## src/hdl/lfps_pkg.sv

```systemverilog
// Shared types and constants of the line follower steering block.
package lfps_pkg;

  localparam int KIND_BITS      = 2;
  localparam int GAIN_BITS      = 8;
  localparam int DUTY_BITS      = 8;
  localparam int SIDE_BITS      = 2;
  localparam int CFG_INDEX_BITS = 3;
  localparam int CFG_DATA_BITS  = 8;
  localparam int OUT_BITS       = 24;
  localparam int OUT_USED_BITS  = 2 * DUTY_BITS + SIDE_BITS + 1;
  localparam int OUT_PAD_BITS   = OUT_BITS - OUT_USED_BITS;

  typedef enum logic [KIND_BITS-1:0] {
    KIND_CAL_LOW  = 2'd0,
    KIND_CAL_HIGH = 2'd1,
    KIND_RUN      = 2'd2
  } kind_t;

  typedef enum logic [1:0] {
    ST_IDLE,
    ST_MAC,
    ST_DIV,
    ST_OUT
  } state_t;

  localparam logic [CFG_INDEX_BITS-1:0] REG_BASE_SPEED = 3'd0;
  localparam logic [CFG_INDEX_BITS-1:0] REG_STOP_THRESH = 3'd1;
  localparam logic [CFG_INDEX_BITS-1:0] REG_P_NUM = 3'd2;
  localparam logic [CFG_INDEX_BITS-1:0] REG_D_NUM = 3'd3;
  localparam logic [CFG_INDEX_BITS-1:0] REG_GAIN_DEN = 3'd4;

  localparam logic [SIDE_BITS-1:0] SIDE_NONE = 2'd0;
  localparam logic [SIDE_BITS-1:0] SIDE_POS  = 2'd1;
  localparam logic [SIDE_BITS-1:0] SIDE_NEG  = 2'd2;

  localparam logic [DUTY_BITS-1:0] DUTY_MAX = 8'd255;

  localparam logic [CFG_DATA_BITS-1:0] BASE_SPEED_RESET  = 8'd240;
  localparam logic [CFG_DATA_BITS-1:0] STOP_THRESH_RESET = 8'd45;
  localparam logic [CFG_DATA_BITS-1:0] P_NUM_RESET       = 8'd10;
  localparam logic [CFG_DATA_BITS-1:0] D_NUM_RESET       = 8'd6;
  localparam logic [CFG_DATA_BITS-1:0] GAIN_DEN_RESET    = 8'd15;

endpackage

```

## src/hdl/line_follow_pd_steering.sv

```systemverilog
// Top level of the line follower PD steering controller.
//
// Input beats (s_*) carry three sensor samples in s_tdata and the kind in
// s_tuser. Calibrate-low and calibrate-high beats update the per-sensor
// minima and maxima and give no output; they are taken one per cycle while
// the block is idle. A run beat gives one output beat (m_*) with both
// motor duties, the side indicator and the stop flag. Its weighted sum is
// formed in the bit-serial multiplier (one weight bit per cycle) and
// divided in the restoring divider (one quotient bit per cycle); the block
// is ready for the next beat in the same cycle that the result appears on
// m_tvalid. Once halted, or on the beat that loses the line, the answer
// skips the arithmetic and goes straight from idle to the output state.
// The output register holds a result while m_tready is low; the block keeps
// taking input until it accepts a run beat, whose result then waits in the
// output state until that register is free.
// Reset clears the calibration and the halt latch, sets the configuration
// registers to their defaults and clears the output valid flag.
// Configuration writes (cfg_we) land at once, with no read-back.
module line_follow_pd_steering #(
  parameter int SAMPLE_BITS = 8,
  localparam int S_DATA_BITS = ((3 * SAMPLE_BITS + 7) / 8) * 8
) (
  input  logic                                 clk,
  input  logic                                 rst,
  input  logic                                 s_tvalid,
  output logic                                 s_tready,
  // sample_left, sample_mid, sample_right
  input  logic [S_DATA_BITS-1:0]               s_tdata,
  // kind
  input  logic [lfps_pkg::KIND_BITS-1:0]       s_tuser,
  output logic                                 m_tvalid,
  input  logic                                 m_tready,
  // left_duty, right_duty, side_indicator, stopped
  output logic [lfps_pkg::OUT_BITS-1:0]        m_tdata,
  input  logic                                 cfg_we,
  input  logic [lfps_pkg::CFG_INDEX_BITS-1:0]  cfg_index,
  input  logic [lfps_pkg::CFG_DATA_BITS-1:0]   cfg_data
);

  import lfps_pkg::*;

  localparam int SB = SAMPLE_BITS;
  localparam int EW = SB + 2;
  localparam int RW = SB + 3;
  localparam int AW = SB + 12;

  state_t state;
  state_t state_next;

  logic [7:0] base_speed;
  logic [7:0] stop_thresh;
  logic [7:0] p_num;
  logic [7:0] d_num;
  logic [7:0] gain_den;

  logic [SB-1:0] s_left;
  logic [SB-1:0] s_mid;
  logic [SB-1:0] s_right;
  logic [SB-1:0] low_left;
  logic [SB-1:0] low_mid;
  logic [SB-1:0] low_right;
  logic [SB-1:0] high_left;
  logic [SB-1:0] high_mid;
  logic [SB-1:0] high_right;

  kind_t kind;
  logic  accept;
  logic  run_beat;
  logic  lost;
  logic  mac_start;
  logic  mac_done;
  logic  div_done;
  logic  out_free;

  logic signed [SB:0]   off_left;
  logic signed [SB:0]   off_mid;
  logic signed [SB:0]   off_right;
  logic signed [SB:0]   thresh_x;
  logic signed [EW-1:0] error;
  logic signed [EW-1:0] error_last;
  logic signed [RW-1:0] rate;
  logic signed [EW-1:0] err_r;
  logic signed [RW-1:0] rate_r;
  logic signed [AW-1:0] acc;
  logic signed [AW-1:0] quo;
  logic [SIDE_BITS-1:0] indicator;
  logic [SIDE_BITS-1:0] indicator_next;
  logic                 halted;

  logic signed [AW:0] base_x;
  logic signed [AW:0] full_x;
  logic signed [AW:0] sum_left;
  logic signed [AW:0] sum_right;
  logic signed [AW:0] quo_x2;
  logic signed [AW:0] spill_right;
  logic signed [AW:0] spill_left;
  logic [7:0]         duty_left;
  logic [7:0]         duty_right;

  logic [7:0]           res_left;
  logic [7:0]           res_right;
  logic [SIDE_BITS-1:0] res_side;
  logic                 res_stop;

  assign s_left  = s_tdata[SB-1:0];
  assign s_mid   = s_tdata[2*SB-1:SB];
  assign s_right = s_tdata[3*SB-1:2*SB];
  assign kind    = kind_t'(s_tuser);

  assign accept   = s_tvalid && s_tready;
  assign run_beat = accept && (kind == KIND_RUN);
  assign out_free = !m_tvalid || m_tready;

  lfps_cal #(.SAMPLE_BITS(SAMPLE_BITS)) u_cal (
    .clk        (clk),
    .rst        (rst),
    .upd_low    (accept && (kind == KIND_CAL_LOW)),
    .upd_high   (accept && (kind == KIND_CAL_HIGH)),
    .s_left     (s_left),
    .s_mid      (s_mid),
    .s_right    (s_right),
    .low_left   (low_left),
    .low_mid    (low_mid),
    .low_right  (low_right),
    .high_left  (high_left),
    .high_mid   (high_mid),
    .high_right (high_right)
  );

  assign off_left  = $signed({1'b0, s_left}) - $signed({1'b0, low_left});
  assign off_mid   = $signed({1'b0, s_mid}) - $signed({1'b0, low_mid});
  assign off_right = $signed({1'b0, s_right}) - $signed({1'b0, low_right});
  assign thresh_x  = $signed({{(SB-7){1'b0}}, stop_thresh});
  assign lost      = (off_left < thresh_x) && (off_mid < thresh_x) && (off_right < thresh_x);

  assign error = $signed({2'b00, s_left}) - $signed({2'b00, high_left})
               + $signed({2'b00, high_right}) - $signed({2'b00, s_right});
  assign rate  = $signed({error[EW-1], error}) - $signed({error_last[EW-1], error_last});

  always_comb begin
    indicator_next = indicator;
    if (error > 0) indicator_next = SIDE_POS;
    else if (error < 0) indicator_next = SIDE_NEG;
  end

  lfps_mac #(.SAMPLE_BITS(SAMPLE_BITS)) u_mac (
    .clk   (clk),
    .rst   (rst),
    .start (mac_start),
    .p_num (p_num),
    .d_num (d_num),
    .err   (err_r),
    .rate  (rate_r),
    .done  (mac_done),
    .acc   (acc)
  );

  lfps_div #(.SAMPLE_BITS(SAMPLE_BITS)) u_div (
    .clk   (clk),
    .rst   (rst),
    .start (mac_done),
    .num   (acc),
    .den   (gain_den),
    .done  (div_done),
    .quo   (quo)
  );

  assign base_x      = $signed({{(AW-7){1'b0}}, base_speed});
  assign full_x      = $signed({{(AW-7){1'b0}}, DUTY_MAX});
  assign sum_left    = base_x + $signed({quo[AW-1], quo});
  assign sum_right   = base_x - $signed({quo[AW-1], quo});
  assign quo_x2      = $signed({quo, 1'b0});
  assign spill_right = full_x - quo_x2;
  assign spill_left  = full_x + quo_x2;

  always_comb begin
    if (sum_left > full_x) begin
      duty_left  = DUTY_MAX;
      duty_right = spill_right[AW] ? 8'd0 : spill_right[7:0];
    end else if (sum_right > full_x) begin
      duty_left  = spill_left[AW] ? 8'd0 : spill_left[7:0];
      duty_right = DUTY_MAX;
    end else begin
      duty_left  = sum_left[AW] ? 8'd0 : sum_left[7:0];
      duty_right = sum_right[AW] ? 8'd0 : sum_right[7:0];
    end
  end

  always_ff @(posedge clk) begin
    if (rst) state <= ST_IDLE;
    else state <= state_next;
  end

  always_comb begin
    state_next = state;
    s_tready   = (state == ST_IDLE);
    mac_start  = 1'b0;
    unique case (state)
      ST_IDLE: begin
        if (run_beat) begin
          if (halted || lost) state_next = ST_OUT;
          else begin
            state_next = ST_MAC;
            mac_start  = 1'b1;
          end
        end
      end
      ST_MAC: if (mac_done) state_next = ST_DIV;
      ST_DIV: if (div_done) state_next = ST_OUT;
      ST_OUT: if (out_free) state_next = ST_IDLE;
    endcase
  end

  always_ff @(posedge clk) begin
    if (rst) begin
      base_speed  <= BASE_SPEED_RESET;
      stop_thresh <= STOP_THRESH_RESET;
      p_num       <= P_NUM_RESET;
      d_num       <= D_NUM_RESET;
      gain_den    <= GAIN_DEN_RESET;
    end else if (cfg_we) begin
      unique case (cfg_index)
        REG_BASE_SPEED:  base_speed  <= cfg_data;
        REG_STOP_THRESH: stop_thresh <= cfg_data;
        REG_P_NUM:       p_num       <= cfg_data;
        REG_D_NUM:       d_num       <= cfg_data;
        REG_GAIN_DEN:    gain_den    <= cfg_data;
        default: ;
      endcase
    end
  end

  always_ff @(posedge clk) begin
    if (rst) begin
      error_last <= '0;
      indicator  <= SIDE_NONE;
      halted     <= 1'b0;
    end else if (run_beat && !halted) begin
      error_last <= error;
      indicator  <= indicator_next;
      halted     <= lost;
    end
  end

  always_ff @(posedge clk) begin
    if (run_beat) begin
      err_r  <= error;
      rate_r <= rate;
      if (halted) begin
        res_left  <= 8'd0;
        res_right <= 8'd0;
        res_side  <= indicator;
        res_stop  <= 1'b1;
      end else begin
        res_left  <= 8'd0;
        res_right <= 8'd0;
        res_side  <= indicator_next;
        res_stop  <= lost;
      end
    end else if (div_done) begin
      res_left  <= duty_left;
      res_right <= duty_right;
    end
  end

  always_ff @(posedge clk) begin
    if (rst) m_tvalid <= 1'b0;
    else if ((state == ST_OUT) && out_free) m_tvalid <= 1'b1;
    else if (m_tready) m_tvalid <= 1'b0;
  end

  always_ff @(posedge clk) begin
    if ((state == ST_OUT) && out_free) begin
      m_tdata <= {{OUT_PAD_BITS{1'b0}}, res_stop, res_side, res_right, res_left};
    end
  end

endmodule

```

## src/hdl/lfps_cal.sv

```systemverilog
// Per-sensor calibration minima and maxima.
module lfps_cal #(
  parameter int SAMPLE_BITS = 8
) (
  input  logic                   clk,
  input  logic                   rst,
  input  logic                   upd_low,
  input  logic                   upd_high,
  input  logic [SAMPLE_BITS-1:0] s_left,
  input  logic [SAMPLE_BITS-1:0] s_mid,
  input  logic [SAMPLE_BITS-1:0] s_right,
  output logic [SAMPLE_BITS-1:0] low_left,
  output logic [SAMPLE_BITS-1:0] low_mid,
  output logic [SAMPLE_BITS-1:0] low_right,
  output logic [SAMPLE_BITS-1:0] high_left,
  output logic [SAMPLE_BITS-1:0] high_mid,
  output logic [SAMPLE_BITS-1:0] high_right
);

  always_ff @(posedge clk) begin
    if (rst) begin
      low_left   <= '1;
      low_mid    <= '1;
      low_right  <= '1;
      high_left  <= '0;
      high_mid   <= '0;
      high_right <= '0;
    end else begin
      if (upd_low) begin
        if (s_left < low_left) low_left <= s_left;
        if (s_mid < low_mid) low_mid <= s_mid;
        if (s_right < low_right) low_right <= s_right;
      end
      if (upd_high) begin
        if (s_left > high_left) high_left <= s_left;
        if (s_mid > high_mid) high_mid <= s_mid;
        if (s_right > high_right) high_right <= s_right;
      end
    end
  end

endmodule

```

## src/hdl/lfps_mac.sv

```systemverilog
// Bit-serial weighted sum p*error + d*rate, one weight bit per cycle.
module lfps_mac #(
  parameter int SAMPLE_BITS = 8
) (
  input  logic                                    clk,
  input  logic                                    rst,
  input  logic                                    start,
  input  logic [lfps_pkg::GAIN_BITS-1:0]          p_num,
  input  logic [lfps_pkg::GAIN_BITS-1:0]          d_num,
  input  logic signed [SAMPLE_BITS+1:0]           err,
  input  logic signed [SAMPLE_BITS+2:0]           rate,
  output logic                                    done,
  output logic signed [SAMPLE_BITS+11:0]          acc
);

  import lfps_pkg::*;

  localparam int EW = SAMPLE_BITS + 2;
  localparam int RW = SAMPLE_BITS + 3;
  localparam int AW = SAMPLE_BITS + 12;
  localparam int CW = $clog2(GAIN_BITS);

  logic [GAIN_BITS-1:0] p_sh;
  logic [GAIN_BITS-1:0] d_sh;
  logic [CW-1:0]        cnt;
  logic                 busy;
  logic                 last;
  logic [AW-1:0]        term_p;
  logic [AW-1:0]        term_d;

  assign last   = (cnt == CW'(GAIN_BITS - 1));
  assign term_p = p_sh[GAIN_BITS-1] ? {{(AW-EW){err[EW-1]}}, err} : '0;
  assign term_d = d_sh[GAIN_BITS-1] ? {{(AW-RW){rate[RW-1]}}, rate} : '0;

  always_ff @(posedge clk) begin
    if (rst) begin
      busy <= 1'b0;
      done <= 1'b0;
      cnt  <= '0;
    end else begin
      done <= busy && last;
      if (start) begin
        busy <= 1'b1;
        cnt  <= '0;
      end else if (busy) begin
        cnt <= cnt + 1'b1;
        if (last) busy <= 1'b0;
      end
    end
  end

  always_ff @(posedge clk) begin
    if (start) begin
      acc  <= '0;
      p_sh <= p_num;
      d_sh <= d_num;
    end else if (busy) begin
      acc  <= $signed({acc[AW-2:0], 1'b0} + term_p + term_d);
      p_sh <= {p_sh[GAIN_BITS-2:0], 1'b0};
      d_sh <= {d_sh[GAIN_BITS-2:0], 1'b0};
    end
  end

endmodule

```

## src/hdl/lfps_div.sv

```systemverilog
// Bit-serial restoring divider, truncating toward zero.
module lfps_div #(
  parameter int SAMPLE_BITS = 8
) (
  input  logic                            clk,
  input  logic                            rst,
  input  logic                            start,
  input  logic signed [SAMPLE_BITS+11:0]  num,
  input  logic [lfps_pkg::GAIN_BITS-1:0]  den,
  output logic                            done,
  output logic signed [SAMPLE_BITS+11:0]  quo
);

  import lfps_pkg::*;

  localparam int AW = SAMPLE_BITS + 12;
  localparam int CW = $clog2(AW);

  logic [AW-1:0]        mag;
  logic [GAIN_BITS-1:0] rem;
  logic [GAIN_BITS-1:0] den_r;
  logic                 neg;
  logic [CW-1:0]        cnt;
  logic                 busy;
  logic                 last;
  logic [GAIN_BITS:0]   trial;
  logic                 fits;

  assign last  = (cnt == CW'(AW - 1));
  assign trial = {rem, mag[AW-1]};
  assign fits  = (trial >= {1'b0, den_r});
  assign quo   = neg ? $signed(-mag) : $signed(mag);

  always_ff @(posedge clk) begin
    if (rst) begin
      busy <= 1'b0;
      done <= 1'b0;
      cnt  <= '0;
    end else begin
      done <= busy && last;
      if (start) begin
        busy <= 1'b1;
        cnt  <= '0;
      end else if (busy) begin
        cnt <= cnt + 1'b1;
        if (last) busy <= 1'b0;
      end
    end
  end

  always_ff @(posedge clk) begin
    if (start) begin
      neg   <= num[AW-1];
      mag   <= num[AW-1] ? -num : num;
      rem   <= '0;
      den_r <= (den == '0) ? GAIN_BITS'(1) : den;
    end else if (busy) begin
      rem <= fits ? GAIN_BITS'(trial - {1'b0, den_r}) : trial[GAIN_BITS-1:0];
      mag <= {mag[AW-2:0], fits};
    end
  end

endmodule

```

## config.mk

```make
export PLATFORM = sky130hd
export DESIGN_NAME = line_follow_pd_steering
export DESIGN_NICKNAME = d
export VERILOG_FILES = /design/src/hdl/lfps_pkg.sv /design/src/hdl/line_follow_pd_steering.sv /design/src/hdl/lfps_cal.sv /design/src/hdl/lfps_mac.sv /design/src/hdl/lfps_div.sv
export SDC_FILE = /design/constraint.sdc
export NUM_CORES = 1
export LEC_CHECK = 0
export BUFFER_PORTS_ARGS = -buffer_cell sky130_fd_sc_hd__buf_2
export CORE_MARGIN = 2
export CORE_UTILIZATION = 52
export DETAILED_ROUTE_END_ITERATION = 10
export PLACE_DENSITY = 0.69
export SLEW_MARGIN = 15
export SYNTH_ARGS = -nofsm -noshare
export SYNTH_HDL_FRONTEND = slang
export SYNTH_SLANG_ARGS = --single-unit
```

## constraint.sdc

```tcl
create_clock -name clk -period 6.6 [get_ports clk]
set_input_delay 0.66 -clock clk [delete_from_list [all_inputs] [get_ports clk]]
set_output_delay 0.66 -clock clk [all_outputs]
set_load 0.02 [all_outputs]
```

Word level (Yosys, flattened, before mapping)

Index checks and enable logic that the tools add are counted.

Add/subtract/negate cells: 18
Equality and inequality tests: 15
Reductions and logical operators: 34
Muxes and demuxes: 39
$lt $le $gt $ge: 13

Operators with widths:

| operator                                                     | count |
|---|---|
| 2-to-1 mux 20 bit                                            | 6 |
| 2-to-1 mux 8 bit                                             | 13 |
| > comparator 21 x 9 -> 1 bit (second input constant)         | 2 |
| adder 20 bit                                                 | 2 |
| negation 20 bit                                              | 2 |
| subtractor 8 x 8 -> 9 bit                                    | 4 |
| less-than comparator 9 bit                                   | 3 |
| less-than comparator 8 bit                                   | 3 |
| adder 9 x 20 -> 21 bit                                       | 1 |
| adder 9 x 21 -> 21 bit (first input constant)                | 1 |
| subtractor 9 x 20 -> 21 bit                                  | 1 |
| subtractor 9 x 21 -> 21 bit (first input constant)           | 1 |
| AND reduction 2 bit                                          | 10 |
| > comparator 8 bit                                           | 2 |
| 2-to-1 mux 2 bit                                             | 8 |
| 2-to-1 mux 1 bit                                             | 11 |
| subtractor 10 x 10 -> 11 bit                                 | 1 |
| adder 9 x 9 -> 10 bit                                        | 1 |
| > comparator 10 x 1 -> 1 bit (second input constant)         | 1 |
| logical AND 1 bit                                            | 10 |
| less-than comparator 10 x 1 -> 1 bit (second input constant) | 1 |
| subtractor 10 x 9 -> 10 bit                                  | 1 |
| >= comparator 9 x 8 -> 1 bit                                 | 1 |
| zero test 8 bit                                              | 1 |
| other kinds (19)                                             | 32 |

Output and inout port bits: 26
Bits of input ports: 42
Logic and storage cells: 154
Flip-flop bits (word level): 240

Depth between registers and ports, before layout

Word-level depth: 9
Mapped depth: 22

By module

From an unflattened synthesis, not the netlist that was laid out.

Cells, all modules: 1,977
Area total of the unflattened synthesis: 17,505.5 µm²

By module, submodules not included:

| module                  | sequential area each (µm²) | area each (µm²) | instances | cells each |
|---|---|---|---|---|
| line_follow_pd_steering | 2,732.6                    | 8,471.9         | 1         | 990 |
| lfps_cal                | 960.9                      | 3,084.2         | 1         | 365 |
| lfps_div                | 1,171.1                    | 2,984.1         | 1         | 335 |
| lfps_mac                | 980.9                      | 2,965.3         | 1         | 287 |

Worst setup path before layout

No wires, ideal clock.

Path kind: register -> register
Start: register u_div.neg
End: register res_left[3]
Cell stages (with the launch flop): 18
Arrival: 4.631 ns
Buffers on the path: 4
Setup slack: 1.895 ns
Library setup time: 0.074 ns
Period minus slack after synthesis: 4.705 ns
Path through: edfxtp_1 > buf_2 > buf_1 > clkbuf_8 > clkbuf_1 > nand2_1 > o21ai_0 > inv_1 > fa_1 > a221oi_1 > o221ai_2 > or4_4 > and2_1 > or3_2 > a32o_1 > o41ai_4 > o211ai_2 > a31oi_1

Word-level cells in the longest chain between the ends: 5
Elaborated cells between the ends (all ways): 10

Ends and longest elaborated chain:

| what                                                       | line                           | RTL |
|---|---|---|
| start, declared                                            | lfps_div.sv:22                 | `logic neg;` |
| start signal, assigned                                     | lfps_div.sv:53                 | `neg <= num[AW-1];` |
| 2-to-1 mux 20 bit (*)                                      | lfps_div.sv:32                 | `assign quo = neg ? $signed(-mag) : $signed(mag);` |
| subtractor 9 x 20 -> 21 bit, or another cell as far along  | line_follow_pd_steering.sv:171 | `assign sum_right = base_x - $signed({quo[AW-1], quo});` |
| > comparator 21 x 9 -> 1 bit, or another cell as far along | line_follow_pd_steering.sv:180 | `end else if (sum_right > full_x) begin` |
| 2-to-1 mux 8 bit                                           | line_follow_pd_steering.sv:180 |  |
| 2-to-1 mux 8 bit (*)                                       | line_follow_pd_steering.sv:177 | `if (sum_left > full_x) begin` |
| end signal, assigned                                       | line_follow_pd_steering.sv:261 | `res_left <= duty_left;` |
| end, declared                                              | line_follow_pd_steering.sv:100 | `logic [7:0] res_left;` |

Mark *: on every way between the ends. The rest lies on a longest branch, timed or not.
A chain may end at the register's enable or synchronous reset.

Worst setup path in the final report

Start: register u_div.mag[0]
End: register res_left[3]

Word-level cells in the longest chain between the ends: 6
Elaborated cells between the ends (all ways): 11

Ends and longest elaborated chain:

| what                                                       | line                           | RTL |
|---|---|---|
| start, declared                                            | lfps_div.sv:19                 | `logic [AW-1:0] mag;` |
| start signal, assigned                                     | lfps_div.sv:54                 | `mag <= num[AW-1] ? -num : num;` |
| start signal, assigned                                     | lfps_div.sv:59                 | `mag <= {mag[AW-2:0], fits};` |
| negation 20 bit                                            | lfps_div.sv:32                 |  |
| 2-to-1 mux 20 bit (*)                                      | lfps_div.sv:32                 |  |
| subtractor 9 x 20 -> 21 bit, or another cell as far along  | line_follow_pd_steering.sv:171 |  |
| > comparator 21 x 9 -> 1 bit, or another cell as far along | line_follow_pd_steering.sv:180 |  |
| 2-to-1 mux 8 bit                                           | line_follow_pd_steering.sv:180 |  |
| 2-to-1 mux 8 bit (*)                                       | line_follow_pd_steering.sv:177 |  |

Marks and branches as above.

==> parameters.txt <==
Parameter                              Value

Status
  Result of the run ... complete, no violations

Synthesis
  Yosys Warn Count ... 0
  Sequential share of the synthesized area ... 34.9%
  Most frequent cells after synthesis ... 212 x sky130_fd_sc_hd__inv_1, 166 x sky130_fd_sc_hd__nor2_1, 155 x sky130_fd_sc_hd__nand2_1
  Yosys top cell by area ... sky130_fd_sc_hd__dfxtp_1
  Prevailing post-synth register cell ... sky130_fd_sc_hd__dfxtp_1
  Post-synthesis cell count ... 1823
  Post-Synthesis Mean Instance Area ... 8.93 um^2
  Ranking of synthesized cells by area ... sky130_fd_sc_hd__dfxtp_1 19%, sky130_fd_sc_hd__edfxtp_1 16%, sky130_fd_sc_hd__ha_1 9.9%, sky130_fd_sc_hd__inv_1 4.9%, sky130_fd_sc_hd__fa_1 4.3%
  Post-synth cell types ... 97
  Count of state elements after synthesis ... 240
  Post-Syn Area ... 16300 um^2
  Async set or reset register ratio after synthesis ... 0%
  Area fraction of the dominant cell type after synthesis ... 18.7%
  Count of flip-flops with a built-in enable after synthesis ... 88
  Leading cell type by number of instances after synthesis ... sky130_fd_sc_hd__inv_1

CTS
  # Post-CTS Setup Buffers ... 0
  CTS tree ... built
  Clk slew on worst S/H paths ... 0.06 ns
  Clock tree root driver cell ... sky130_fd_sc_hd__clkbuf_16
  Clock network latency to the later pin of the worst-skew pair ... 0.55 ns
  Total clock buffers created by CTS ... 28
  Sink count of the clock tree ... 240
  Longest Clk Path Bufs ... 3
  CTS H-tree depth ... 1
  Number of buffers inserted by hold repair at cts ... 0
  Post_cts resized ... 0

Power
  Leak ... 0.00774 uW
  Max IR drop VDD ... 0.234 mV
  Power density normalized to cell area ... 307 nW/um^2

Final layout
  P&R area growth vs syn ... 9.17%
  Footprint of the flip-flops and latches ... 5690 um^2
  Net count, final ... 2053
  Multi-input gate area in the final layout ... 9450 um^2
  Fill cell total of the finished layout ... 2730
  Antenna diode count ... 0
  Share of post-route cells with drive strength above 1 ... 9.74%

Route
  Detail Route Antenna Nets ... 0
  DRT iter0 DRCs ... 776
  Routed Wire Length ... 35500 um
  WL per Instance ... 15.7 um
  Vias post-DR ... 12600
  First-pass detailed-route iteration total ... 6
  DRC errors left ... 0
  Average vias per placed instance ... 5.58

Placement
  Detail Placement HPWL ... 27200 um
  Minimum setup slack after placement ... 1.23 ns
  Input/output buffers ... 62
  Final weighted congestion in routability-driven placement ... 0.904

Timing
  Actual transition at the worst max-transition pin ... 1.10 ns
  Post-layout min period ... 5.50 ns
  Unrepaired setup endpoints after global routing ... false
  Final setup viols ... 0
  Final-report hold violation count ... 0
  Clock tree skew after final layout ... 0.0102 ns
  Final setup margin ... 1.10 ns
  Slew HR ... 27.0%
  Maximum clock frequency ... 182 MHz
  Fin crit share ... 83.4%
  Max Slew Vio Count ... 0
  Total negative slack ... 0 ns

Flow run
  Max-cap check violation count ... 0

Global routing
  Global routing met1 resource utilization ... 27.7%
  Met2 track demand over resource ... 39.4%
  Initial antenna violation count ... 0
  Vias in the first global route ... 12500
  Aggregate global-route resource usage ... 22.0%
  Pin count of the biggest net entering global routing ... 68
  Global-route met3 utilization ... 2.58%
  Most congested layer reported by global routing ... met2
  First-pass GRT wire length ... 60400 um
  Sum of overflow across all layers after global routing ... 0

Die
  Die Area ... 32700 um^2
  Row Count ... 64
  Placeable core region ... 30700 um^2
  Die H ... 181 um
  X dimension of the die ... 181 um
  Initial Utilization ... 52.9%
  Number of primary I/O pins ... 68

Worst setup path
  Maximum fanout encountered on the critical timing path ... 10
  Worst EP required ... 7.06 ns
  Startpoint Class ... register
  R2r worst-path depth ... 16
  Category of the critical setup timing path ... reg2reg
  Critical path arrival ... 5.97 ns
  Critical Path End Type ... register

Min path
  Depth of the worst hold-timing path ... 3
  Classification of the worst-slack hold path ... in2reg
-- critical path, stage by stage, from the launching register on --
cell                       delay, ns
sky130_fd_sc_hd__edfxtp_1       0.49
sky130_fd_sc_hd__inv_1          0.22
sky130_fd_sc_hd__ha_1           0.28
sky130_fd_sc_hd__nor2b_1        0.63
sky130_fd_sc_hd__a21oi_1        0.18
sky130_fd_sc_hd__xnor2_1        0.30
sky130_fd_sc_hd__inv_1          0.12
sky130_fd_sc_hd__ha_1           0.42
sky130_fd_sc_hd__nor2b_1        0.08
sky130_fd_sc_hd__o2111a_1       0.16
sky130_fd_sc_hd__o41a_2         0.57
sky130_fd_sc_hd__and2_1         0.20
sky130_fd_sc_hd__or3_2          0.45
sky130_fd_sc_hd__a32o_1         0.28
sky130_fd_sc_hd__o41ai_4        0.63
sky130_fd_sc_hd__o211ai_2       0.18
sky130_fd_sc_hd__a31oi_1        0.22
-- logic make-up after synthesis --
logic type | synth area share [%]
fa+ha+maj | 14.2
mux | 3.78
xor+xnor | 5.63
buf+inv | 7.19
flops | 34.9
other cells | 0.0230
simple gates | 16.8
compound gates | 17.4
-- registers in the layout, summed over array words and instances, names as in the netlist, 10 cells and up --
signal      count
u_div.mag      20
m_tdata        19
rate_r         11
error_last     10
err_r          10
u_mac.acc      20
-- metrics by stage --
step / util, % / instances / total power [uW] / instance area (um^2) / hold WS [ns]
4_1_cts: 57.8 / 2265 / 5500 / 17800 / 0.348
2_1_floorplan: - / 1827 / 3450 / 16300 / 0.400
3_5_place_dp: 54.6 / 2213 / 3880 / 16800 / 0.408
3_3_place_gp: 54.6 / 2213 / 3800 / 16800 / 0.404
5_1_grt: 57.8 / 2265 / 5860 / 17800 / 0.378
6_report: 57.8 / 2265 / 5460 / 17800 / 0.369
-- per-layer routing --
| layer | part of all wire (%) | vias to the layer above |
|---|---|---|
| met2 | 49 | 210 |
| met5 | 0 | - |
| met1 | 44 | 5961 |
| li1 | - | 6390 |
| met3 | 3.6 | 75 |
| met4 | 3.3 | 0 |
-- placed cells by master, fill, tap and decap left out, types with 23 or more instances in the layout --
master	count
sky130_fd_sc_hd__a211o_1	32
sky130_fd_sc_hd__a21o_1	24
sky130_fd_sc_hd__a21oi_1	113
sky130_fd_sc_hd__buf_2	61
sky130_fd_sc_hd__clkbuf_16	30
sky130_fd_sc_hd__dfxtp_1	151
sky130_fd_sc_hd__edfxtp_1	88
sky130_fd_sc_hd__fa_1	35
sky130_fd_sc_hd__ha_1	129
sky130_fd_sc_hd__inv_1	212
sky130_fd_sc_hd__mux2i_1	39
sky130_fd_sc_hd__nand2_1	155
sky130_fd_sc_hd__nand2b_1	23
sky130_fd_sc_hd__nand3_1	29
sky130_fd_sc_hd__nor2_1	165
sky130_fd_sc_hd__nor2b_1	27
sky130_fd_sc_hd__nor3_1	30
sky130_fd_sc_hd__o21ai_0	72
sky130_fd_sc_hd__xnor2_1	70
sky130_fd_sc_hd__xor2_1	32
-- final timing paths --
path                 from            endpoint  slack [ns]
min            s_tdata[0]  u_cal.high_left[0]        0.37
max reg2reg  u_div.mag[0]         res_left[3]        1.10
min reg2reg   res_side[0]         m_tdata[16]        0.42
max          u_div.mag[0]         res_left[3]        1.10
-- power breakdown --
| group | internal, uW | total, uW | switching (uW) |
|---|---|---|---|
| registers | 1730 | 1860 | 127 |
| clock network | 969 | 1610 | 640 |
| logic | 882 | 1990 | 1110 |
| total | 3580 | 5460 | 1880 |
-- cell type report --
class | instances | area share, %
clock inverter | 17 | 1.03
tap | 396 | 2.79
multi-input combinational | 1295 | 53.2
inverter | 212 | 4.48
clock buffer | 35 | 4.44
timing repair buffer | 70 | 2.10
sequential | 240 | 32.0
No activity file was read; power rests on OpenSTA's default activity.
